==> config.mk <==
export PLATFORM = sky130hd
export DESIGN_NAME = cti_obuf
export DESIGN_NICKNAME = d
export VERILOG_FILES = /design/src/hw/rtl/cti_pkg.sv /design/src/hw/rtl/cti_obuf.sv
export SDC_FILE = /design/constraint.sdc
export NUM_CORES = 1
export LEC_CHECK = 0
export BUFFER_PORTS_ARGS = -buffer_cell sky130_fd_sc_hd__buf_2
export CAP_MARGIN = 20
export CELL_PAD_IN_SITES_DETAIL_PLACEMENT = 1
export CELL_PAD_IN_SITES_GLOBAL_PLACEMENT = 1
export CORE_MARGIN = 2
export CORE_UTILIZATION = 54
export CTS_BUF_LIST = sky130_fd_sc_hd__clkbuf_8
export CTS_CLUSTER_DIAMETER = 150
export CTS_CLUSTER_SIZE = 12
export DETAILED_ROUTE_END_ITERATION = 6
export GPL_TIMING_DRIVEN = 0
export HOLD_SLACK_MARGIN = 0.02
export PLACE_DENSITY_LB_ADDON = 0.15
export SLEW_MARGIN = 20
export SYNTH_ARGS = -nofsm -noshare
export SYNTH_HDL_FRONTEND = slang
export SYNTH_SLANG_ARGS = --single-unit
==> constraint.sdc <==
create_clock -name i_clk -period 5.3 [get_ports i_clk]
set_input_delay 0.795 -clock i_clk [delete_from_list [all_inputs] [get_ports i_clk]]
set_output_delay 0.795 -clock i_clk [all_outputs]
set_load 0.005 [all_outputs]
==> src/hw/rtl/cti_pkg.sv <==
// Shared constants, types and delay tables of the convolutional time interleaver.
`timescale 1ns / 1ps

package cti_pkg;

    // Store geometry.
    localparam int MAX_FRAME_BYTES = 8192;
    localparam int SLOT_COUNT      = 16;
    localparam int SLOT_W          = $clog2(SLOT_COUNT);
    localparam int POS_W           = $clog2(MAX_FRAME_BYTES);
    localparam int ADDR_W          = SLOT_W + POS_W;
    localparam int LANE_DEPTH      = SLOT_COUNT * MAX_FRAME_BYTES;

    // Field and register widths.
    localparam int BYTE_W = 8;
    localparam int CFG_W  = 14;

    // Fill counts reach MAX_FRAME_BYTES itself.
    localparam int FILL_W = $clog2(MAX_FRAME_BYTES + 1);
    localparam int LEN_W  = (CFG_W > FILL_W) ? CFG_W : FILL_W;

    // Frame length limits after the lowest bit is dropped.
    localparam logic [LEN_W-1:0] LEN_MIN = LEN_W'(2);
    localparam logic [LEN_W-1:0] LEN_CAP = LEN_W'(MAX_FRAME_BYTES & ~1);

    localparam logic [CFG_W-1:0] FRAME_BYTES_RESET = CFG_W'(6912);

    // Output buffer: a depth of four with at most three entries committed.
    localparam int OBUF_DEPTH = 4;
    localparam int OBUF_PTR_W = $clog2(OBUF_DEPTH);
    localparam int OBUF_CNT_W = $clog2(OBUF_DEPTH + 1);
    localparam logic [OBUF_CNT_W-1:0] OBUF_LIMIT = OBUF_CNT_W'(OBUF_DEPTH - 1);

    typedef logic [SLOT_W-1:0] t_delay;

    // Frame delays in table order: entry j feeds output bit BYTE_W-1-j.
    localparam t_delay EVEN_DELAY [BYTE_W] = '{
        t_delay'(0), t_delay'(8), t_delay'(4), t_delay'(12),
        t_delay'(2), t_delay'(10), t_delay'(6), t_delay'(14)
    };
    localparam t_delay ODD_DELAY [BYTE_W] = '{
        t_delay'(1), t_delay'(9), t_delay'(5), t_delay'(13),
        t_delay'(3), t_delay'(11), t_delay'(7), t_delay'(15)
    };

    // Memory accesses issued by the control for one accepted byte.
    typedef struct packed {
        logic [ADDR_W-1:0]             wr_addr;
        logic [BYTE_W-1:0][ADDR_W-1:0] rd_addr;
        logic [BYTE_W-1:0]             keep;
        logic                          even;
        logic                          frame_end;
    } t_req;

    // One result held in the output buffer.
    typedef struct packed {
        logic [BYTE_W-1:0] out_byte;
        logic              frame_end;
    } t_item;

endpackage

==> src/hw/rtl/cti_obuf.sv <==
// Four-entry output buffer that decouples the memory read from the output stall.
`timescale 1ns / 1ps

module cti_obuf
    import cti_pkg::*;
(
    input  logic  i_clk,
    input  logic  i_rst_n,
    input  logic  i_push,
    input  t_item i_item,
    input  logic  i_inflight,
    output logic  o_full,
    output logic  o_valid,
    output t_item o_item,
    input  logic  i_stall
);

    t_item                 r_mem [OBUF_DEPTH];
    logic [OBUF_PTR_W-1:0] r_wr_ptr;
    logic [OBUF_PTR_W-1:0] r_rd_ptr;
    logic [OBUF_CNT_W-1:0] r_count;
    logic                  pop;

    assign o_valid = (r_count != '0);
    assign o_item  = r_mem[r_rd_ptr];
    assign pop     = o_valid && !i_stall;

    // Entries held plus the read still in flight must leave room for one more.
    assign o_full  = ((r_count + OBUF_CNT_W'(i_inflight)) >= OBUF_LIMIT);

    // Payload storage.
    always_ff @(posedge i_clk) begin
        if (i_push) begin
            r_mem[r_wr_ptr] <= i_item;
        end
    end

    // Pointers and occupancy.
    always_ff @(posedge i_clk) begin
        if (!i_rst_n) begin
            r_wr_ptr <= '0;
            r_rd_ptr <= '0;
            r_count  <= '0;
        end else begin
            if (i_push) begin
                r_wr_ptr <= r_wr_ptr + OBUF_PTR_W'(1);
            end
            if (pop) begin
                r_rd_ptr <= r_rd_ptr + OBUF_PTR_W'(1);
            end
            r_count <= r_count + OBUF_CNT_W'(i_push) - OBUF_CNT_W'(pop);
        end
    end

endmodule

After elaboration in Yosys (flattened, before gate mapping)
Memory sizes are Yosys's and may differ from the RTL's. A register that Yosys moved wholly into a read port is not among the register bits.
Index checks and enable logic that the tools add are counted.
{ "word_totals": {"register_bits": 7, "latch_bits": 0, "mem_bits_rw": 36, "romBits": 0, "in_bits": 14, "out_inout_bits": 11, "word_cells": 17, "memories": 1} }
{ "memory_table": {"columns": ["name", "depth", "width", "read_ports", "rd_clocked_by_memory_dff", "wr", "line_no", "text"], "rows": [
  ["r_mem", 4, 9, 1, 1, 1, "cti_obuf.sv:18", "t_item r_mem [OBUF_DEPTH];"]
]} }
{ "classes": {"add_sub_neg": 5, "n_mul": 0, "div_mod_pow": 0, "order_cmp": 1, "eq_ne": 0, "shifts": 0, "mux": 4, "bitwise_logic": 0, "reduce_logical": 3} }
{ "ops": {"columns": ["operator", "n"], "rows": [
  ["$add 3x1->3", 2],
  ["$add 2x1->2 const B", 2],
  ["$mux 2", 2],
  ["$ge 3x2->1 const B", 1],
  ["$reduce_bool 3->1", 1],
  ["$sub 3x1->3", 1],
  ["$mux 1", 2],
  ["$logic_and 1x1->1", 1],
  ["$logic_not 1->1", 1]
]} }

Longest topological paths before layout
{ "logic_depth": {"ltp_word": 4, "ltp_mapped": 10, "ltp_nobuf": 10} }

Worst setup path after synthesis
OpenSTA, ideal clock, no wires.
{ "synth_timing": {"path_type": "input-to-reg", "start": "input i_stall", "end": "register r_count[2]", "setup_ps": 115, "arrival_ps": 2077, "t_required_ps": 5185, "setup_slack_ps": 3108, "cell_stages": 9, "path_buffers": 0, "path_cell_list": "nor2_1 ha_1 inv_1 ha_1 inv_1 fa_1 xnor2_1 xnor2_1 and2_1"} }
{ "synth_via": {"elab_chain_cells": 3} }
{ "synth_lines": {"columns": ["item", "line_no", "text"], "rows": [
  ["start, declared", "cti_obuf.sv:15", "input logic i_stall"],
  ["$logic_not 1->1", "cti_obuf.sv:26", "assign pop = o_valid && !i_stall;"],
  ["$logic_and 1x1->1", "cti_obuf.sv:26", null],
  ["$sub 3x1->3", "cti_obuf.sv:51", "r_count <= r_count + OBUF_CNT_W'(i_push) - OBUF_CNT_W'(pop);"],
  ["end signal, assigned", "cti_obuf.sv:51", null],
  ["end, declared", "cti_obuf.sv:21", "logic [OBUF_CNT_W-1:0] r_count;"]
]} }
No other way between the ends.
A chain may end at the register's enable or synchronous reset.

Final worst setup path
{ "layout_timing": {"start": "input i_inflight", "end": "output o_full"} }
{ "layout_via": {"elab_chain_cells": 2} }
{ "layout_lines": {"columns": ["item", "line_no", "text"], "rows": [
  ["start, declared", "cti_obuf.sv:11", "input logic i_inflight,"],
  ["$add 3x1->3", "cti_obuf.sv:29", "assign o_full = ((r_count + OBUF_CNT_W'(i_inflight)) >= OBUF_LIMIT);"],
  ["$ge 3x2->1", "cti_obuf.sv:29", null],
  ["end, declared", "cti_obuf.sv:12", "output logic o_full,"]
]} }
No other way between the ends.

==> metrics.txt <==
status completed; Die Y 61.72 um; Area Growth Syn to Fin 14.26%; worst hold stages 2; hold_ws 0.4896 ns; initial DRC count 29; CP required 4.51 ns; aggregate global-route resource usage 17.79%; final WL 2806 um; Clock Skew 0.003167 ns; Post-Place Cells 165; worst-margin pin slew 0.4750 ns; Ant. Diodes 0; synthesized cell area 1799 um2; vias in the first global route 948; Worst Path Arrival 1.60 ns; die width 61.72 um; most frequent cells in the layout edfxtp_1 (36), buf_2 (24), mux4_2 (9), dfxtp_1 (9), ha_1 (8); core area 3103 um2; CTS Hold Bufs 0; Hold Fails Final Rpt 0; Worst Path Class, Setup in2out; Critical R2R Capture r_count[2]; first-pass GRT wire length 4450 um; row count 20; setup TNS 0 ns; DR WL/cell 16.22 um; CTS tree done; initial antenna violation count 0; Synth Instances 97; fin cells 173; Final Max Tran Viols 0; drt drc 0; post-synthesis sequential area ratio 70.10%; clock sinks 45; worst-path fanout max 1; IO Count 25; reg2reg setup slack 3.14 ns; PortBufs 24; Mapped Avg Cell Area 18.55 um2; Pre-antenna DRT Iters 4; crit share post-route 45.10%; placer congestion estimate 0.6503; Max Buffers Root-to-Sink 2; H-tree depth 2; DRT antenna net count 0; distinct cell type count after synthesis 21; post-DP HPWL 2113 um; Post-CTS Resized 0; Syn Nets 120; min cycle time layout 2.390 ns; number of synthesized flops with an enable pin 36; Die Area 3809 um2; vias 881; CTS root buf clkbuf_8; TritonCTS Buffers 5; via/cell ratio 5.092; worst r2r src r_count[1]; GRT overflow 0; Setup violations, final 0; CTS clk-pin slew, worst paths 0.07 ns; ratio of cells with drive above 1 in the final layout 32.56%; hold_sp r_rd_ptr[1]; slew margin rel. 68.33%; Worst setup SP type input port; fin area 2056 um2; PD cells 397.9 nW/um2; Critical Path Sink Type output pin; Nets 151; Initial Util 57.98%; max-cap violation count 0; Seq cells post-synth 45; RSZ-0062 raised after global routing no; r2r worst-path depth 10; largest net degree at the start of global routing 14; commonest non-fill, non-tap cell in the layout edfxtp_1; synth warn 0; FMAX 418.3 MHz; Async S/R FF share, synth 0%; area of placed instances 1974 um2; setup bufs post-CTS 0; Pleak 0.7594 nW; worst min path class reg2reg; Peak VDD IR 0.2815 mV; dominant synthesized flop cell edfxtp_1; worst skew pair latency 0.29 ns
report_power, final:
part	total (W)	switching [W]	internal, W
registers	0.000433	0.0000200	0.000413
logic	0.000194	0.0000875	0.000106
clock network	0.000192	0.000103	0.0000886
per-layer routing:
layer	global-route usage (%)	wire length, um	part of all wire [%]	vias to the layer above
li1	-	-	-	421
met1	18.39	1067	38	436
met2	32.03	1573	56	22
met3	7.660	144	5.1	2
met4	6.383	21	0.75	0
met5	0	0	0	-
cells by family (layout without fill, tap and decap cells):
logic type	Yosys count	after routing	synth area share [%]
buffers and inverters	8	40	2.155
flip-flops	45	45	70.10
AO/OA/AOI/OAI	3	3	1.112
XOR/XNOR	4	4	1.948
multiplexers	11	11	12.38
AND/OR/NAND/NOR	17	17	5.633
adder cells (fa/ha/maj)	9	9	6.676
final cells by class:
| cell class | instances | area (um2) |
|---|---|---|
| Sequential cell | 45 | 1261 |
| Fill cell | 297 | 1047 |
| Multi-Input combinational cell | 44 | 499.2 |
| Timing Repair Buffer | 24 | 120.1 |
| Clock buffer | 5 | 68.82 |
| Tap cell | 44 | 55.05 |
| Inverter | 6 | 22.52 |
| Buffer | 2 | 16.27 |
| Clock inverter | 3 | 12.51 |
cells in the mapped netlist, types with 2 or more instances:
| cell | number | area share, % |
|---|---|---|
| nand2_1 | 3 | 0.63 |
| ha_1 | 8 | 5.6 |
| dfxtp_1 | 9 | 10 |
| mux2i_1 | 2 | 1.1 |
| xnor2_1 | 3 | 1.5 |
| a21boi_1 | 2 | 0.83 |
| edfxtp_1 | 36 | 60 |
| nor2b_1 | 2 | 0.70 |
| and2_1 | 7 | 2.4 |
| inv_1 | 6 | 1.3 |
| mux4_2 | 9 | 11 |
worst max path at each step:
stage               startpoint    endpoint  slack, ns  cells after the start
floorplan              i_stall  r_count[2]       3.11                      9
global placement       i_stall  r_count[2]       2.89                     10
detailed placement     i_stall  r_count[2]       2.86                     10
CTS                 i_inflight      o_full       2.89                      6
global route        i_inflight      o_full       2.85                      6
finish              i_inflight      o_full       2.91                      6
metrics by stage:
stage	power [W]	util (%)	worst slack (ns)
floorplan	0.0005737	-	3.108
global placement	0.0006266	63.63	2.891
detailed placement	0.0006409	63.63	2.858
CTS	0.0008330	66.25	2.893
global route	0.0008680	66.25	2.852
finish	0.0008179	66.25	2.910
sequential cells by signal (all words and copies together) (netlist names), named ones only:
name / count
r_count: 3
r_mem: 36
r_rd_ptr: 2
r_wr_ptr: 2
worst max-delay path, stage by stage:
cell     delay [ns]
buf_2          0.10
ha_1           0.19
ha_1           0.19
xnor2_1        0.14
nand2_1        0.07
buf_2          0.12
Power figures use the tool's default switching activity.
