### src/hw/rtl/cti_pkg.sv
// Shared constants, types and delay tables of the convolutional time interleaver.
`timescale 1ns / 1ps

package cti_pkg;

    // Store geometry.
    localparam int MAX_FRAME_BYTES = 8192;
    localparam int SLOT_COUNT      = 16;
    localparam int SLOT_W          = $clog2(SLOT_COUNT);
    localparam int POS_W           = $clog2(MAX_FRAME_BYTES);
    localparam int ADDR_W          = SLOT_W + POS_W;
    localparam int LANE_DEPTH      = SLOT_COUNT * MAX_FRAME_BYTES;

    // Field and register widths.
    localparam int BYTE_W = 8;
    localparam int CFG_W  = 14;

    // Fill counts reach MAX_FRAME_BYTES itself.
    localparam int FILL_W = $clog2(MAX_FRAME_BYTES + 1);
    localparam int LEN_W  = (CFG_W > FILL_W) ? CFG_W : FILL_W;

    // Frame length limits after the lowest bit is dropped.
    localparam logic [LEN_W-1:0] LEN_MIN = LEN_W'(2);
    localparam logic [LEN_W-1:0] LEN_CAP = LEN_W'(MAX_FRAME_BYTES & ~1);

    localparam logic [CFG_W-1:0] FRAME_BYTES_RESET = CFG_W'(6912);

    // Output buffer: a depth of four with at most three entries committed.
    localparam int OBUF_DEPTH = 4;
    localparam int OBUF_PTR_W = $clog2(OBUF_DEPTH);
    localparam int OBUF_CNT_W = $clog2(OBUF_DEPTH + 1);
    localparam logic [OBUF_CNT_W-1:0] OBUF_LIMIT = OBUF_CNT_W'(OBUF_DEPTH - 1);

    typedef logic [SLOT_W-1:0] t_delay;

    // Frame delays in table order: entry j feeds output bit BYTE_W-1-j.
    localparam t_delay EVEN_DELAY [BYTE_W] = '{
        t_delay'(0), t_delay'(8), t_delay'(4), t_delay'(12),
        t_delay'(2), t_delay'(10), t_delay'(6), t_delay'(14)
    };
    localparam t_delay ODD_DELAY [BYTE_W] = '{
        t_delay'(1), t_delay'(9), t_delay'(5), t_delay'(13),
        t_delay'(3), t_delay'(11), t_delay'(7), t_delay'(15)
    };

    // Memory accesses issued by the control for one accepted byte.
    typedef struct packed {
        logic [ADDR_W-1:0]             wr_addr;
        logic [BYTE_W-1:0][ADDR_W-1:0] rd_addr;
        logic [BYTE_W-1:0]             keep;
        logic                          even;
        logic                          frame_end;
    } t_req;

    // One result held in the output buffer.
    typedef struct packed {
        logic [BYTE_W-1:0] out_byte;
        logic              frame_end;
    } t_item;

endpackage

### src/hw/rtl/cti_ctrl.sv
// Frame position, newest slot, per-age fill counts and lane address generation.
`timescale 1ns / 1ps

module cti_ctrl
    import cti_pkg::*;
(
    input  logic             i_clk,
    input  logic             i_rst_n,
    input  logic             i_cfg_wr,
    input  logic [CFG_W-1:0] i_cfg_data,
    input  logic             i_accept,
    output t_req             o_req
);

    logic [CFG_W-1:0]  r_frame_bytes;
    logic [POS_W-1:0]  r_byte_pos;
    logic [POS_W-1:0]  n_byte_pos;
    logic [SLOT_W-1:0] r_newest;
    logic [SLOT_W-1:0] n_newest;
    // Written prefix length of the slot that is k frames old.
    logic [FILL_W-1:0] r_fill [SLOT_COUNT];
    logic [FILL_W-1:0] n_fill [SLOT_COUNT];

    logic [LEN_W-1:0]  len_raw;
    logic [LEN_W-1:0]  len;
    logic [LEN_W-1:0]  pos_ext;
    logic [LEN_W-1:0]  pos_inc;
    logic [POS_W-1:0]  pos;
    logic              last;
    logic [FILL_W-1:0] fill_upd;

    // Effective frame length: lowest bit dropped, then clamped.
    always_comb begin
        len_raw = LEN_W'({r_frame_bytes[CFG_W-1:1], 1'b0});
        if (len_raw < LEN_MIN) begin
            len = LEN_MIN;
        end else if (len_raw > LEN_CAP) begin
            len = LEN_CAP;
        end else begin
            len = len_raw;
        end
    end

    // Position of this byte, clamped to the frame, and the end-of-frame test.
    always_comb begin
        pos_ext = LEN_W'(r_byte_pos);
        if (pos_ext >= len) begin
            pos_ext = len - LEN_W'(1);
        end
        pos_inc = pos_ext + LEN_W'(1);
        pos     = pos_ext[POS_W-1:0];
        last    = (pos_inc >= len);
    end

    // Lane addresses and the mask of entries that have been written since reset.
    always_comb begin
        t_delay            d;
        logic [FILL_W-1:0] fill_sel;
        o_req.wr_addr   = {r_newest, pos};
        o_req.even      = ~pos[0];
        o_req.frame_end = last;
        for (int k = 0; k < BYTE_W; k++) begin
            if (pos[0]) begin
                d        = ODD_DELAY[BYTE_W-1-k];
                fill_sel = r_fill[ODD_DELAY[BYTE_W-1-k]];
            end else begin
                d        = EVEN_DELAY[BYTE_W-1-k];
                fill_sel = r_fill[EVEN_DELAY[BYTE_W-1-k]];
            end
            o_req.rd_addr[k] = {SLOT_W'(r_newest - d), pos};
            // A zero delay is served from the incoming byte itself.
            o_req.keep[k]    = (d != t_delay'(0)) && (fill_sel > FILL_W'(pos));
        end
    end

    // Next position, slot and fill counts.
    always_comb begin
        fill_upd = (r_fill[0] > FILL_W'(pos_inc)) ? r_fill[0] : FILL_W'(pos_inc);
        n_byte_pos = r_byte_pos;
        n_newest   = r_newest;
        n_fill     = r_fill;
        if (i_accept) begin
            if (last) begin
                n_byte_pos = '0;
                n_newest   = r_newest + SLOT_W'(1);
                // The oldest slot is reused as the newest one.
                n_fill[0]  = r_fill[SLOT_COUNT-1];
                n_fill[1]  = fill_upd;
                for (int k = 2; k < SLOT_COUNT; k++) begin
                    n_fill[k] = r_fill[k-1];
                end
            end else begin
                n_byte_pos = pos_inc[POS_W-1:0];
                n_fill[0]  = fill_upd;
            end
        end
    end

    // Control registers.
    always_ff @(posedge i_clk) begin
        if (!i_rst_n) begin
            r_frame_bytes <= FRAME_BYTES_RESET;
            r_byte_pos    <= '0;
            r_newest      <= '0;
            for (int k = 0; k < SLOT_COUNT; k++) begin
                r_fill[k] <= '0;
            end
        end else begin
            if (i_cfg_wr) begin
                r_frame_bytes <= i_cfg_data;
            end
            r_byte_pos <= n_byte_pos;
            r_newest   <= n_newest;
            r_fill     <= n_fill;
        end
    end

endmodule

### config.mk
export PLATFORM = sky130hd
export DESIGN_NAME = cti_ctrl
export DESIGN_NICKNAME = d
export VERILOG_FILES = /design/src/hw/rtl/cti_pkg.sv /design/src/hw/rtl/cti_ctrl.sv
export SDC_FILE = /design/constraint.sdc
export NUM_CORES = 1
export LEC_CHECK = 0
export BUFFER_PORTS_ARGS = -buffer_cell sky130_fd_sc_hd__buf_2
export CAP_MARGIN = 20
export CORE_MARGIN = 2
export CORE_UTILIZATION = 39
export CTS_CLUSTER_DIAMETER = 120
export DETAILED_ROUTE_END_ITERATION = 8
export GPL_TIMING_DRIVEN = 0
export SLEW_MARGIN = 20
export SYNTH_ARGS = -nofsm -noshare
export SYNTH_HDL_FRONTEND = slang
export SYNTH_SLANG_ARGS = --single-unit
### constraint.sdc
create_clock -name i_clk -period 12.17 [get_ports i_clk]
set_input_delay 2.434 -clock i_clk [delete_from_list [all_inputs] [get_ports i_clk]]
set_output_delay 2.434 -clock i_clk [all_outputs]
set_load 0.01 [all_outputs]
# Yosys cells after proc, flatten, opt, wreduce, memory -nomap -nowiden
# Cells that the tools add are included.
# totals
ff_bits,255
latch_bits,0
ram_bits,0
rom_bits,0
input_bits,18
output_inout_bits,163
elab_cells,83
memories,0
# op_classes
n_addsub,11
mul,0
div_mod_pow,0
magnitude_cmp,13
n_eq_ne,0
shift,0
n_mux,22
bitwise_logic,1
n_reduce_logical,17
# op_table
operator,n
$mux W14,13
$gt A14 B13 Y1,8
$reduce_bool A4 Y1,8
$sub A4 B4 Y4,8
$add A14 B1 Y14 const B,1
$ge A13 B14 Y1,1
$ge A14 B14 Y1,1
$gt A14 B14 Y1,1
$gt A14 B14 Y1 const B,1
$lt A14 B2 Y1 const B,1
$sub A14 B1 Y14 const B,1
$mux W13,1
$logic_and A1 B1 Y1,8
$mux W1,8
$add A4 B1 Y4 const B,1
$reduce_and A2 Y1,1
$not A1 Y1,1

# Longest topological paths before layout
# Gate-level depths: netlist of the first run.
# logic_depth
depth_word,9
depth_mapped,34
ltp_nobuf,28

# Worst setup path after synthesis of the first run
# OpenSTA, ideal clock, no wires.
# synth_path
path_type,flip-flop to output port
from,register r_frame_bytes[13]
to,output o_req[0] in the netlist's numbering
t_arrival_ns,6.829
t_required_ns,9.736
slack_ns,2.907
path_stages_with_launch,33
path_buffers,7
path_cell_list,dfxtp_1 > buf_2 > inv_1 > clkbuf_1 > nand2_1 > ha_1 > a21oi_1 > a21boi_0 > o311ai_0 > nand2_1 > buf_2 > buf_1 > o21ai_0 > inv_1 > ha_1 > nand2_1 > xor2_1 > or3_1 > o21ai_0 > ha_1 > a2111oi_0 > o21ai_0 > o21a_1 > nor3b_1 > a21oi_1 > a211oi_1 > nor4_1 > o221a_2 > nor2_1 > buf_2 > buf_2 > inv_1 > buf_4
# synth_lines
item,line,text
"start, declared",cti_ctrl.sv:15,logic [CFG_W-1:0] r_frame_bytes;
"start signal, assigned",cti_ctrl.sv:110,r_frame_bytes <= i_cfg_data;
"end, declared",cti_ctrl.sv:12,output t_req o_req

# Worst setup path in the final report of the first run
# layout_path
from,register r_frame_bytes[13]
to,output o_req[0] in the netlist's numbering
# layout_between
elab_chain_len,7
word_cells_on_any_way,9
classes_between,add/sub: 2; order compare: 4; mux: 3
# layout_rtl
item,line,text
$gt A14 B14 Y1,cti_ctrl.sv:37,end else if (len_raw > LEN_CAP) begin
$mux W14,cti_ctrl.sv:37,
$mux W14 *,cti_ctrl.sv:35,if (len_raw < LEN_MIN) begin
$sub A14 B1 Y14 / $ge A13 B14 Y1 (equally long branches),"cti_ctrl.sv:48, cti_ctrl.sv:47",
$mux W14,cti_ctrl.sv:47,if (pos_ext >= len) begin
$add A14 B1 Y14,cti_ctrl.sv:50,pos_inc = pos_ext + LEN_W'(1);
$ge A14 B14 Y1 *,cti_ctrl.sv:52,last = (pos_inc >= len);
# Every way passes the cells marked *; elsewhere a longest branch is shown, timed or not.

==> results of run 1 <==
-- flip-flops by register name, summed over array words and instances (netlist names) --
register / count
r_newest: 4
r_byte_pos: 13
r_fill: 224
r_frame_bytes: 13
-- worst paths after layout --
check                             endpoint  cells past startpoint  slack (ns)                      startpoint
hold / removal     r_fill[28]$_SDFFE_PN0P_                      2        0.47         r_fill[42]$_SDFFE_PN0P_
setup reg to reg  r_fill[198]$_SDFFE_PN0P_                     32        3.07  r_frame_bytes[13]$_SDFFE_PN0P_
hold reg to reg    r_fill[28]$_SDFFE_PN0P_                      2        0.47         r_fill[42]$_SDFFE_PN0P_
setup / recovery                  o_req[0]                     33        0.68  r_frame_bytes[13]$_SDFFE_PN0P_
-- per-stage QoR --
step / utilization, % / setup slack (ns) / hold WS [ns]
floorplan: - / 2.907 / 0.4410
global placement: 43.14 / -0.7262 / 0.4515
detailed placement: 43.51 / 0.7110 / 0.4616
CTS: 46.36 / 0.09346 / 0.4691
global route: 46.38 / 0.06110 / 0.4865
finish: 46.38 / 0.6751 / 0.4701
-- worst min-delay path, stage by stage, from the launching register on --
cell and delay, ns:
dfxtp_1 0.32, nand2_1 0.06, a21oi_1 0.05
-- cell usage in the layout (no fill, tap or decap), types with 28 or more instances in the layout --
cell type  Yosys  final
nand2_1      728    727
a21oi_1      257    257
dfxtp_1      254    254
buf_2         34    211
ha_1         132    132
buf_4        124    124
clkbuf_1      79     81
nor2_1        59     59
inv_1         56     56
o21ai_0       44     40
nand3_1       37     37
clkbuf_16      0     31
mux2i_1       30     28
xnor2_1       28     28
-- cells in the mapped netlist, drive strengths merged (9+ instances only) --
cell    instances
o21ai          46
nor2b          19
inv            57
o21a           20
a31oi          12
a211oi          9
clkbuf         79
mux2i          30
dfxtp         254
nand2b         17
and3            9
nand4          26
a22o           10
o211ai         11
a21o           25
nor2           59
nor3           22
a21oi         258
ha            132
buf           172
nand2         729
xnor2          28
nand3          37
-- power by group --
part | leakage (nW) | switching (W) | internal [W]
Sequential | 2.05 | 0.0000102 | 0.000838
Clock | 0.566 | 0.000379 | 0.000666
Combinational | 5.80 | 0.000252 | 0.000144
Total | 8.42 | 0.000641 | 0.00165
-- per-layer routing --
layer  share of wire (%)  global-route usage (%)  vias up
li1                    -                       -     7684
met1                  45                   35.06     7344
met2                  44                   41.24      687
met3                 8.1                   3.485      125
met4                 3.5                   8.878        0
met5                   0                       0        -
-- repair_timing --
action,CTS,global route
endpoints found under the setup margin,0,1
gates resized for setup,0,4
hold buffers,0,0
-- cells by family (layout without fill, tap and decap cells) --
kind of cell	after synthesis	count (layout)
simple gates	955	955
compound gates	452	452
buf+inv	309	547
flops	254	254
fa+ha+maj	139	139
xor+xnor	36	36
mux	36	36
-- layout make-up --
cell class | count | area (sq um)
Buffer | 250 | 1473
Clock buffer | 44 | 914.6
Clock inverter | 12 | 241.5
Fill cell | 4117 | 21750
Inverter | 58 | 217.7
Multi-Input combinational cell | 1618 | 9221
Sequential cell | 254 | 5085
Tap cell | 532 | 665.6
Timing Repair Buffer | 183 | 989.7
==> metrics.txt, run 1 <==
# TYPE chip_impl_metric gauge
chip_impl_metric{name="worst-path-buf-inv",unit=""} 11
chip_impl_metric{name="worst_slew_margin_rel",unit="%"} 25.66
chip_impl_metric{name="grt_pass1_wl",unit="mm"} 83.79
chip_impl_metric{name="drt_iter0_drc",unit=""} 1214
chip_impl_info{name="rsz0062_at_grt",value="no"} 1
chip_impl_metric{name="postCtsSetupBuffers",unit=""} 0
chip_impl_metric{name="netlist_area",unit="sq um"} 15940
chip_impl_metric{name="grt_antenna_before_repair",unit=""} 0
chip_impl_metric{name="max_cap_viol_count",unit=""} 0
chip_impl_metric{name="globalRouteOverflowTotal",unit=""} 0
chip_impl_metric{name="slew_worst_pin",unit="ns"} 1.115
chip_impl_metric{name="pwr_density_cell",unit="nW/um^2"} 121.7
chip_impl_info{name="start_kind",value="register"} 1
chip_impl_metric{name="placementRows",unit=""} 74
chip_impl_metric{name="netlist.area_leader.share",unit="%"} 31.90
chip_impl_metric{name="synthArstFlopShare",unit="%"} 0
chip_impl_metric{name="cp_data_required_time",unit="ns"} 9.74
chip_impl_metric{name="drtPass1Iterations",unit=""} 6
chip_impl_metric{name="clk_path_buf_depth",unit=""} 3
chip_impl_info{name="cp_slowest_cell",value="o311ai_1"} 1
chip_impl_metric{name="report.final.hold_viol_count",unit=""} 0
chip_impl_metric{name="critical_path.max_fanout",unit=""} 13
chip_impl_info{name="root_buffer",value="clkbuf_16"} 1
chip_impl_metric{name="slowest_delay",unit="ns"} 0.66
chip_impl_metric{name="synth_enable_flop_cells",unit=""} 0
chip_impl_metric{name="die_width",unit="microns"} 206.2
chip_impl_metric{name="postLayoutCellArea",unit="sq um"} 18810
chip_impl_metric{name="clock_latency",unit="ns"} 0.57
chip_impl_metric{name="yosysWarnings",unit=""} 0
chip_impl_metric{name="io_pins",unit=""} 181
chip_impl_info{name="synth.largest_area_cell",value="dfxtp_1"} 1
chip_impl_metric{name="port_buffers",unit=""} 177
chip_impl_metric{name="start_util",unit="%"} 39.31
chip_impl_metric{name="drt.antenna.violating_nets",unit=""} 0
chip_impl_info{name="crit_path_frequent_cell",value="buf_2"} 1
chip_impl_metric{name="placeableCoreArea",unit="sq um"} 40550
chip_impl_metric{name="xor_and_xnor_area_share_after_synthesis",unit="%"} 2.064
chip_impl_metric{name="cts_buffers",unit=""} 30
chip_impl_metric{name="post-route-period-util",unit="%"} 94.45
chip_impl_metric{name="maxClockFrequency",unit="MHz"} 87.00
chip_impl_metric{name="synth_area_in_compound_gates",unit="%"} 17.31
chip_impl_info{name="postSynth.topFlopCell",value="dfxtp_1"} 1
chip_impl_metric{name="gp_routability_congestion",unit=""} 0.9813
chip_impl_metric{name="vias_after_detailed_routing",unit=""} 15840
chip_impl_metric{name="placed_area",unit="sq um"} 17650
chip_impl_metric{name="synth-simple-area-share",unit="%"} 25.00
chip_impl_metric{name="synth_adder_area_share",unit="%"} 10.82
chip_impl_metric{name="wire_per_inst",unit="microns"} 18.69
chip_impl_metric{name="num_antenna_cells",unit=""} 0
chip_impl_info{name="timing_worst_setup_path_type",value="register to output port"} 1
chip_impl_metric{name="detailed_place_hpwl",unit="mm"} 41.18
chip_impl_metric{name="syn-instance-count",unit=""} 2181
chip_impl_metric{name="post_layout_nonfiller_instances",unit=""} 2951
chip_impl_metric{name="p_total",unit="W"} 0.002289
chip_impl_metric{name="syn_area_per_cell",unit="sq um"} 7.309
chip_impl_metric{name="routed_wl",unit="mm"} 55.15
chip_impl_info{name="crit_family",value="compound AO/OA/AOI/OAI gates"} 1
chip_impl_metric{name="grt_max_degree",unit=""} 22
chip_impl_metric{name="slew_violations",unit=""} 0
chip_impl_metric{name="synth.ff_latch_count",unit=""} 254
chip_impl_metric{name="power.leakage",unit="nW"} 8.419
chip_impl_metric{name="drc",unit=""} 0
chip_impl_metric{name="worst_ep_arrival_time",unit="ns"} 9.06
chip_impl_metric{name="cts.reportedPaths.clkPinSlew",unit="ns"} 0.06
chip_impl_metric{name="mappedNetlistNets",unit=""} 2331
chip_impl_info{name="combinational_family_with_the_most_area_after_synthesis",value="simple AND/OR/NAND/NOR gates"} 1
chip_impl_metric{name="seq_area_frac_synth",unit="%"} 31.90
chip_impl_metric{name="grt.total_usage",unit="%"} 25.61
chip_impl_metric{name="yosys.cell_types.count",unit=""} 83
chip_impl_metric{name="dp_cells",unit=""} 2896
chip_impl_metric{name="fin_worst_skew",unit="ns"} 0.01578
chip_impl_info{name="cp-end-kind",value="output port"} 1
chip_impl_info{name="netlist_top_cells_area",value="dfxtp_1 (32%), nand2_1 (17%), ha_1 (10%), a21oi_1 (8.1%), buf_4 (5.8%)"} 1
chip_impl_metric{name="cts-htree-levels",unit=""} 1
chip_impl_metric{name="crit_path_time_final",unit="ns"} 11.49
chip_impl_metric{name="clock_sinks",unit=""} 254
chip_impl_metric{name="setup_violations",unit=""} 0
chip_impl_metric{name="post_route_cells_drive_above_1_share",unit="%"} 18.07
chip_impl_metric{name="die-area",unit="sq um"} 42510
chip_impl_metric{name="via_count_normalized_by_instance_count",unit=""} 5.368
chip_impl_metric{name="max-vdd-ir-drop",unit="uV"} 98.10
chip_impl_metric{name="overall_die_height",unit="microns"} 206.2
chip_impl_info{name="timing.hold.worst.class",value="register to register"} 1
chip_impl_info{name="clock_tree_from_tritoncts",value="yes"} 1
chip_impl_metric{name="first_global_vias",unit=""} 14440
chip_impl_metric{name="setup_tns",unit="ns"} 0
chip_impl_metric{name="finalNetCount",unit=""} 2545
chip_impl_metric{name="mux_contribution_to_synthesized_area",unit="%"} 2.308
chip_impl_info{name="status",value="completed"} 1
chip_impl_metric{name="syn2layout_area_growth",unit="%"} 17.98
(Power assumes the default switching activity.)
==> run 2: changes to the inputs <==
--- a/config.mk
+++ b/config.mk
@@ -7,11 +7,13 @@
 export LEC_CHECK = 0
 export BUFFER_PORTS_ARGS = -buffer_cell sky130_fd_sc_hd__buf_2
 export CAP_MARGIN = 20
+export CORE_ASPECT_RATIO = 0.75
 export CORE_MARGIN = 2
 export CORE_UTILIZATION = 39
 export CTS_CLUSTER_DIAMETER = 120
 export DETAILED_ROUTE_END_ITERATION = 8
 export GPL_TIMING_DRIVEN = 0
+export REMOVE_ABC_BUFFERS = 1
 export SLEW_MARGIN = 20
 export SYNTH_ARGS = -nofsm -noshare
 export SYNTH_HDL_FRONTEND = slang
==> run 2 against run 1 <==
Against the previous run:
- via count is 9.2% lower
- clock-buffer cell count is 3 lower
- sequential share of layout area is 2.0 points higher
- clock power is 14% lower
- sequential power hardly changed
- critical path type unchanged
==> metrics.txt, run 2 (synthesis gave the netlist of run 1 again) <==
# TYPE chip_impl_metric gauge
chip_impl_info{name="status",value="completed"} 1
chip_impl_metric{name="setup_violations",unit=""} 0
chip_impl_metric{name="grt_max_degree",unit=""} 128
chip_impl_metric{name="comb_power_share",unit="%"} 16.0
chip_impl_metric{name="syn2layout_area_growth",unit="%"} 9.999
chip_impl_metric{name="hold_ws",unit="ns"} 0.4595
chip_impl_metric{name="dp_cells",unit=""} 2659
chip_impl_metric{name="finalNetCount",unit=""} 2312
chip_impl_metric{name="grt.total_usage",unit="%"} 20.21
chip_impl_metric{name="max-vdd-ir-drop",unit="uV"} 92.38
chip_impl_metric{name="port_buffers",unit=""} 179
chip_impl_metric{name="routed_wl",unit="mm"} 43.95
chip_impl_metric{name="cp_data_required_time",unit="ns"} 9.74
chip_impl_metric{name="ctsHoldBuffers",unit=""} 0
chip_impl_info{name="max_flop_register",value="r_fill"} 1
chip_impl_metric{name="place_ws",unit="ns"} 0.7869
chip_impl_metric{name="slew_worst_pin",unit="ns"} 0.9730
chip_impl_metric{name="fin_worst_skew",unit="ns"} 0.01824
chip_impl_metric{name="gp_routability_congestion",unit=""} 0.8681
chip_impl_metric{name="worst-path-buf-inv",unit=""} 5
chip_impl_info{name="final_common_cell",value="nand2_1"} 1
chip_impl_info{name="timing.rr.start",value="r_frame_bytes[13]$_SDFFE_PN0P_"} 1
chip_impl_metric{name="drt_iter0_drc",unit=""} 1070
chip_impl_metric{name="drc",unit=""} 0
chip_impl_metric{name="postLayoutCellArea",unit="sq um"} 17540
chip_impl_metric{name="net_sw_share",unit="%"} 29.06
chip_impl_metric{name="intPower",unit="W"} 0.001470
chip_impl_metric{name="cts-htree-levels",unit=""} 1
chip_impl_metric{name="num_antenna_cells",unit=""} 0
chip_impl_info{name="largestRegisters",value="r_fill x224, r_byte_pos x13, r_frame_bytes x13"} 1
chip_impl_metric{name="drtPass1Iterations",unit=""} 5
chip_impl_metric{name="power.leakage",unit="nW"} 7.580
chip_impl_metric{name="via_count_normalized_by_instance_count",unit=""} 5.306
chip_impl_metric{name="slew_violations",unit=""} 0
chip_impl_metric{name="first_global_vias",unit=""} 13140
chip_impl_metric{name="io_pins",unit=""} 181
chip_impl_metric{name="critical_path.max_fanout",unit=""} 25
chip_impl_metric{name="clock_latency",unit="ns"} 0.57
chip_impl_metric{name="power.clock.fraction",unit="%"} 43.0
chip_impl_metric{name="wire_per_inst",unit="microns"} 16.21
chip_impl_metric{name="overall_die_height",unit="microns"} 179.1
chip_impl_metric{name="clk_path_buf_depth",unit=""} 3
chip_impl_metric{name="cp_num_cells",unit=""} 25
chip_impl_metric{name="placeableCoreArea",unit="sq um"} 40520
chip_impl_info{name="final_cell_mix",value="nand2_1 (727), a21oi_1 (257), dfxtp_1 (254), buf_2 (179), ha_1 (132)"} 1
chip_impl_info{name="clock_tree_from_tritoncts",value="yes"} 1
chip_impl_metric{name="netSwitchingPower",unit="W"} 0.0006021
chip_impl_metric{name="slowest_delay",unit="ns"} 0.79
chip_impl_info{name="crit_family",value="compound AO/OA/AOI/OAI gates"} 1
chip_impl_metric{name="worst_ep_arrival_time",unit="ns"} 9.14
chip_impl_metric{name="ff2ff_setup_slack",unit="ns"} 2.38
chip_impl_metric{name="placementRows",unit=""} 64
chip_impl_info{name="worst_setup_ep",value="o_req[0]"} 1
chip_impl_metric{name="worst_slew_margin_rel",unit="%"} 34.45
chip_impl_metric{name="p_total",unit="W"} 0.002072
chip_impl_metric{name="grt_antenna_before_repair",unit=""} 0
chip_impl_metric{name="crit_path_time_final",unit="ns"} 11.58
chip_impl_info{name="cp_slowest_cell",value="o21ai_2"} 1
chip_impl_info{name="critical_path.startpoint",value="r_frame_bytes[13]$_SDFFE_PN0P_"} 1
chip_impl_info{name="cp-end-kind",value="output port"} 1
chip_impl_metric{name="reg2regPathDepth",unit=""} 29
chip_impl_metric{name="cts_buffers",unit=""} 29
chip_impl_metric{name="drt.antenna.violating_nets",unit=""} 0
chip_impl_info{name="root_buffer",value="clkbuf_16"} 1
chip_impl_metric{name="cts.reportedPaths.clkPinSlew",unit="ns"} 0.06
chip_impl_info{name="rsz0062_at_grt",value="no"} 1
chip_impl_metric{name="number_of_flip_flops_in_the_largest_register",unit=""} 224
chip_impl_metric{name="max_cap_viol_count",unit=""} 0
chip_impl_metric{name="post-route-period-util",unit="%"} 95.12
chip_impl_metric{name="post_layout_nonfiller_instances",unit=""} 2712
chip_impl_metric{name="die-area",unit="sq um"} 42530
chip_impl_metric{name="vias_after_detailed_routing",unit=""} 14390
chip_impl_info{name="timing_worst_setup_path_type",value="register to output port"} 1
chip_impl_info{name="timing.hold.worst.class",value="register to register"} 1
chip_impl_metric{name="globalRouteOverflowTotal",unit=""} 0
chip_impl_metric{name="placed_area",unit="sq um"} 16570
chip_impl_info{name="start_kind",value="register"} 1
chip_impl_metric{name="detailed_place_hpwl",unit="mm"} 30.25
chip_impl_metric{name="pwr_density_cell",unit="nW/um^2"} 118.1
chip_impl_metric{name="maxClockFrequency",unit="MHz"} 86.38
chip_impl_metric{name="clock_sinks",unit=""} 254
chip_impl_metric{name="report.final.hold_viol_count",unit=""} 0
chip_impl_metric{name="die_width",unit="microns"} 237.5
chip_impl_metric{name="start_util",unit="%"} 39.34
chip_impl_metric{name="fin_ws",unit="ns"} 0.5933
chip_impl_metric{name="post_route_cells_drive_above_1_share",unit="%"} 13.42
chip_impl_info{name="regToRegEndpoint",value="r_newest[3]$_SDFFE_PN0P_"} 1
chip_impl_metric{name="grt_pass1_wl",unit="mm"} 70.12
chip_impl_metric{name="share_seq_of_total_power",unit="%"} 41.0
[run 2: cell count changes in the layout (fill, tap and decap cells not counted), moves of 5 or more]
cell | before | now
buf_1 | 9 | 0
buf_4 | 124 | 1
buf_12 | 0 | 5
bufinv_16 | 7 | 2
clkbuf_1 | 81 | 6
buf_16 | 2 | 10
buf_2 | 211 | 179
[run 2: power by group through the flow]
stage | logic (W) | registers, W | clock network (W)
floorplan | 0.000210 | 0.000863 | 0
global placement | 0.000314 | 0.000867 | 0
detailed placement | 0.000328 | 0.000867 | 0
CTS | 0.000328 | 0.000849 | 0.000907
global route | 0.000363 | 0.000850 | 0.000947
finish | 0.000332 | 0.000849 | 0.000890
[run 2: how the worst min path moves through the flow]
stage,from,depth (start not counted),end
6_report,r_fill[83]$_SDFFE_PN0P_,2,r_fill[69]$_SDFFE_PN0P_
5_1_grt,r_fill[194]$_SDFFE_PN0P_,2,r_fill[180]$_SDFFE_PN0P_
4_1_cts,r_fill[193]$_SDFFE_PN0P_,2,r_fill[179]$_SDFFE_PN0P_
3_5_place_dp,r_fill[160]$_SDFFE_PN0P_,2,r_fill[146]$_SDFFE_PN0P_
3_3_place_gp,r_fill[156]$_SDFFE_PN0P_,2,r_fill[142]$_SDFFE_PN0P_
2_1_floorplan,r_fill[196]$_SDFFE_PN0P_,2,r_fill[182]$_SDFFE_PN0P_
[run 2: cell type report]
cell class / count / area [sq um]
clock buffers: 41 / 830.8
clock inverters: 12 / 136.4
fillers: 4081 / 22980
inverters: 58 / 230.2
multi-input cells: 1618 / 9235
flip-flops and latches: 254 / 5085
well taps: 528 / 660.6
repair buffers: 201 / 1358
[run 2: what timing repair did]
| action | 4_1_cts | 5_1_grt |
|---|---|---|
| setup buffers | 0 | 0 |
| setup endpoints to repair | 0 | 1 |
| gates resized for setup | 0 | 1 |
| endpoints found under the hold margin | 0 | 0 |
[run 2: through the flow]
stage / TNS [ns] / util, %
after global routing: 0 / 43.28
after detailed placement: 0 / 40.88
final: 0 / 43.28
after floorplan: -454.79 / -
after CTS: 0 / 43.27
after global placement: -2090.96 / 39.55
[run 2: worst reg2reg max path: cells and delay by family (launching register included)]
| kind | cells | cell delay (ns) |
|---|---|---|
| AO/OA/AOI/OAI | 13 | 4.45 |
| XOR/XNOR | 2 | 0.35 |
| adder cells (fa/ha/maj) | 3 | 1.00 |
| buffers and inverters | 5 | 1.63 |
| flip-flops | 1 | 0.76 |
| AND/OR/NAND/NOR | 6 | 1.48 |
[run 2: layer usage]
metal / wire length (microns) / track usage [%]
met1: 21220 / 28.46
met2: 18980 / 32.37
met3: 3055 / 3.618
met4: 705 / 4.009
met5: 0 / 0
==> run 3: changes to the inputs <==
==> constraint.sdc (replaced) <==
create_clock -name i_clk -period 14.3 [get_ports i_clk]
set_input_delay 2.86 -clock i_clk [delete_from_list [all_inputs] [get_ports i_clk]]
set_output_delay 2.86 -clock i_clk [all_outputs]
set_load 0.01 [all_outputs]
==> run 3 against run 2 <==
Against the previous run:
- via count down 0.20%
- power is 15% lower
- sequential power fell by 15%
- sequential share of layout area is the same
- design area is the same
- first-iteration DRC count up 0.19%
- critical path depth did not move
- register-to-register slack better by 1.7 ns
- core utilization unchanged
- die area unchanged
- wire length about the same
==> metrics.txt, run 3 (synthesis gave the netlist of run 1 again) <==
# TYPE chip_impl_metric gauge
chip_impl_metric{name="crit_path_time_final",unit="ns"} 12.41
chip_impl_metric{name="die-area",unit="sq um"} 42530
chip_impl_metric{name="cts_buffers",unit=""} 29
chip_impl_metric{name="first_global_vias",unit=""} 13140
chip_impl_info{name="timing.hold.worst.class",value="register to register"} 1
chip_impl_metric{name="cts.reportedPaths.clkPinSlew",unit="ns"} 0.06
chip_impl_metric{name="slew_violations",unit=""} 0
chip_impl_info{name="rsz0062_at_grt",value="no"} 1
chip_impl_metric{name="cp_data_required_time",unit="ns"} 11.44
chip_impl_metric{name="post_cts_resized",unit=""} 0
chip_impl_metric{name="io_pins",unit=""} 181
chip_impl_metric{name="netSwitchingPower",unit="W"} 0.0005106
chip_impl_metric{name="worst_slew_margin_rel",unit="%"} 19.94
chip_impl_metric{name="overall_die_height",unit="microns"} 179.1
chip_impl_info{name="largestRegisters",value="r_fill x224, r_byte_pos x13, r_frame_bytes x13"} 1
chip_impl_info{name="start_kind",value="register"} 1
chip_impl_info{name="status",value="completed"} 1
chip_impl_metric{name="slew_worst_pin",unit="ns"} 1.186
chip_impl_metric{name="via_count_normalized_by_instance_count",unit=""} 5.295
chip_impl_metric{name="drt.antenna.violating_nets",unit=""} 0
chip_impl_metric{name="clk_path_buf_depth",unit=""} 3
chip_impl_metric{name="share_seq_of_total_power",unit="%"} 41.0
chip_impl_metric{name="pwr_density_cell",unit="nW/um^2"} 100.4
chip_impl_metric{name="die_width",unit="microns"} 237.5
chip_impl_metric{name="num-fill-cells",unit=""} 4081
chip_impl_metric{name="globalRouteOverflowTotal",unit=""} 0
chip_impl_metric{name="cts-htree-levels",unit=""} 1
chip_impl_metric{name="p_total",unit="W"} 0.001761
chip_impl_metric{name="routed_wl",unit="mm"} 43.99
chip_impl_metric{name="multi_input_comb_area",unit="sq um"} 9235
chip_impl_metric{name="num_antenna_cells",unit=""} 0
chip_impl_metric{name="maxClockFrequency",unit="MHz"} 80.57
chip_impl_metric{name="setup_violations",unit=""} 0
chip_impl_metric{name="dp_cells",unit=""} 2659
chip_impl_info{name="timing_worst_setup_path_type",value="register to output port"} 1
chip_impl_metric{name="postCtsSetupBuffers",unit=""} 0
chip_impl_metric{name="port_buffers",unit=""} 179
chip_impl_info{name="root_buffer",value="clkbuf_16"} 1
chip_impl_metric{name="net_sw_share",unit="%"} 28.99
chip_impl_metric{name="clock_sinks",unit=""} 254
chip_impl_metric{name="drt_iter0_drc",unit=""} 1072
chip_impl_metric{name="power.leakage",unit="nW"} 7.579
chip_impl_metric{name="post_layout_nonfiller_instances",unit=""} 2712
chip_impl_metric{name="vias_after_detailed_routing",unit=""} 14360
chip_impl_metric{name="post_route_cells_drive_above_1_share",unit="%"} 13.42
chip_impl_metric{name="postLayoutCellArea",unit="sq um"} 17540
chip_impl_metric{name="grt_max_degree",unit=""} 128
chip_impl_metric{name="drtPass1Iterations",unit=""} 7
chip_impl_metric{name="wire_per_inst",unit="microns"} 16.22
chip_impl_metric{name="report.final.hold_viol_count",unit=""} 0
chip_impl_info{name="final_common_cell",value="nand2_1"} 1
chip_impl_metric{name="start_util",unit="%"} 39.34
chip_impl_metric{name="placementRows",unit=""} 64
chip_impl_metric{name="grt_antenna_before_repair",unit=""} 0
chip_impl_metric{name="power.clock.fraction",unit="%"} 42.9
chip_impl_metric{name="max_cap_viol_count",unit=""} 0
chip_impl_info{name="final_cell_mix",value="nand2_1 (727), a21oi_1 (257), dfxtp_1 (254), buf_2 (179), ha_1 (132)"} 1
chip_impl_metric{name="number_of_flip_flops_in_the_largest_register",unit=""} 224
chip_impl_metric{name="detailed_place_hpwl",unit="mm"} 30.25
chip_impl_metric{name="critical_path.max_fanout",unit=""} 25
chip_impl_metric{name="finalNetCount",unit=""} 2312
chip_impl_info{name="max_flop_register",value="r_fill"} 1
chip_impl_metric{name="placed_area",unit="sq um"} 16570
chip_impl_metric{name="placeableCoreArea",unit="sq um"} 40520
chip_impl_metric{name="comb_power_share",unit="%"} 16.0
chip_impl_metric{name="clock_latency",unit="ns"} 0.56
chip_impl_metric{name="ctsHoldBuffers",unit=""} 0
chip_impl_metric{name="gp_routability_congestion",unit=""} 0.8681
chip_impl_metric{name="syn2layout_area_growth",unit="%"} 9.999
chip_impl_metric{name="worst_ep_arrival_time",unit="ns"} 9.55
chip_impl_metric{name="drc",unit=""} 0
chip_impl_info{name="cp-end-kind",value="output port"} 1
chip_impl_metric{name="intPower",unit="W"} 0.001251
chip_impl_metric{name="fin_worst_skew",unit="ns"} 0.01435
chip_impl_metric{name="post-route-period-util",unit="%"} 86.79
chip_impl_metric{name="grt.total_usage",unit="%"} 20.21
chip_impl_metric{name="grt_pass1_wl",unit="mm"} 70.12
chip_impl_info{name="clock_tree_from_tritoncts",value="yes"} 1
chip_impl_metric{name="sequential_cell_area",unit="sq um"} 5085
chip_impl_metric{name="max-vdd-ir-drop",unit="uV"} 77.38
[run 3: cell types whose count changed in the layout (fill, tap and decap cells not counted)]
cell / change
o311ai_0: +1
o311ai_1: -1
[run 3: final timing paths]
| kind | start | to | slack, ns | depth (start not counted) |
|---|---|---|---|---|
| max | r_frame_bytes[13]$_SDFFE_PN0P_ | o_req[0] | 1.89 | 25 |
| min | r_fill[83]$_SDFFE_PN0P_ | r_fill[69]$_SDFFE_PN0P_ | 0.46 | 2 |
| max reg2reg | r_frame_bytes[13]$_SDFFE_PN0P_ | r_newest[3]$_SDFFE_PN0P_ | 4.10 | 29 |
| min reg2reg | r_fill[83]$_SDFFE_PN0P_ | r_fill[69]$_SDFFE_PN0P_ | 0.46 | 2 |
[run 3: cell type report]
class,instances,area share (%)
Sequential cell,254,29.00
Clock inverter,12,0.7777
Tap cell,528,3.767
Inverter,58,1.313
Multi-Input combinational cell,1618,52.66
Clock buffer,41,4.738
Timing Repair Buffer,201,7.742
[run 3: power by group through the flow]
stage          Sequential (W)  Clock, W  Combinational, W
2_1_floorplan        0.000735         0          0.000178
3_3_place_gp         0.000738         0          0.000267
3_5_place_dp         0.000738         0          0.000279
4_1_cts              0.000722  0.000772          0.000279
5_1_grt              0.000723  0.000806          0.000309
6_report             0.000723  0.000756          0.000282
[run 3: through the flow]
stage	setup WS (ns)	utilization, %	setup TNS [ns]	hold WS (ns)
floorplan	-0.5215	-	-11.75	0.4410
global placement	-8.015	39.55	-1588.11	0.4528
detailed placement	2.491	40.88	0	0.4609
CTS	1.801	43.27	0	0.4681
global route	1.413	43.28	0	0.4853
finish	1.888	43.28	0	0.4633
[run 3: critical path, stage by stage, from the launching register on]
cell,delay (ns)
dfxtp_1,0.77
inv_1,0.43
nand2_1,0.23
ha_1,0.28
a21oi_1,0.14
a21boi_0,0.16
o311ai_0,1.03
nand2_2,0.69
o21ai_2,0.81
inv_1,0.32
ha_1,0.40
o2111ai_1,0.24
xnor2_1,0.19
o21ai_0,0.72
ha_1,0.39
o21a_1,0.18
o21a_1,0.18
nor3b_1,0.17
a21oi_1,0.16
a211oi_1,0.30
nor4_1,0.10
o221a_2,0.34
nor2_2,0.33
buf_8,0.22
inv_1,0.05
buf_2,0.13
[run 3: layer usage]
| metal | wire length [microns] | vias up | track usage (%) |
|---|---|---|---|
| li1 | - | 7214 | - |
| met5 | 0 | - | 0 |
| met2 | 19100 | 377 | 32.37 |
| met1 | 21200 | 6725 | 28.46 |
| met4 | 663 | 0 | 4.009 |
| met3 | 3025 | 45 | 3.618 |
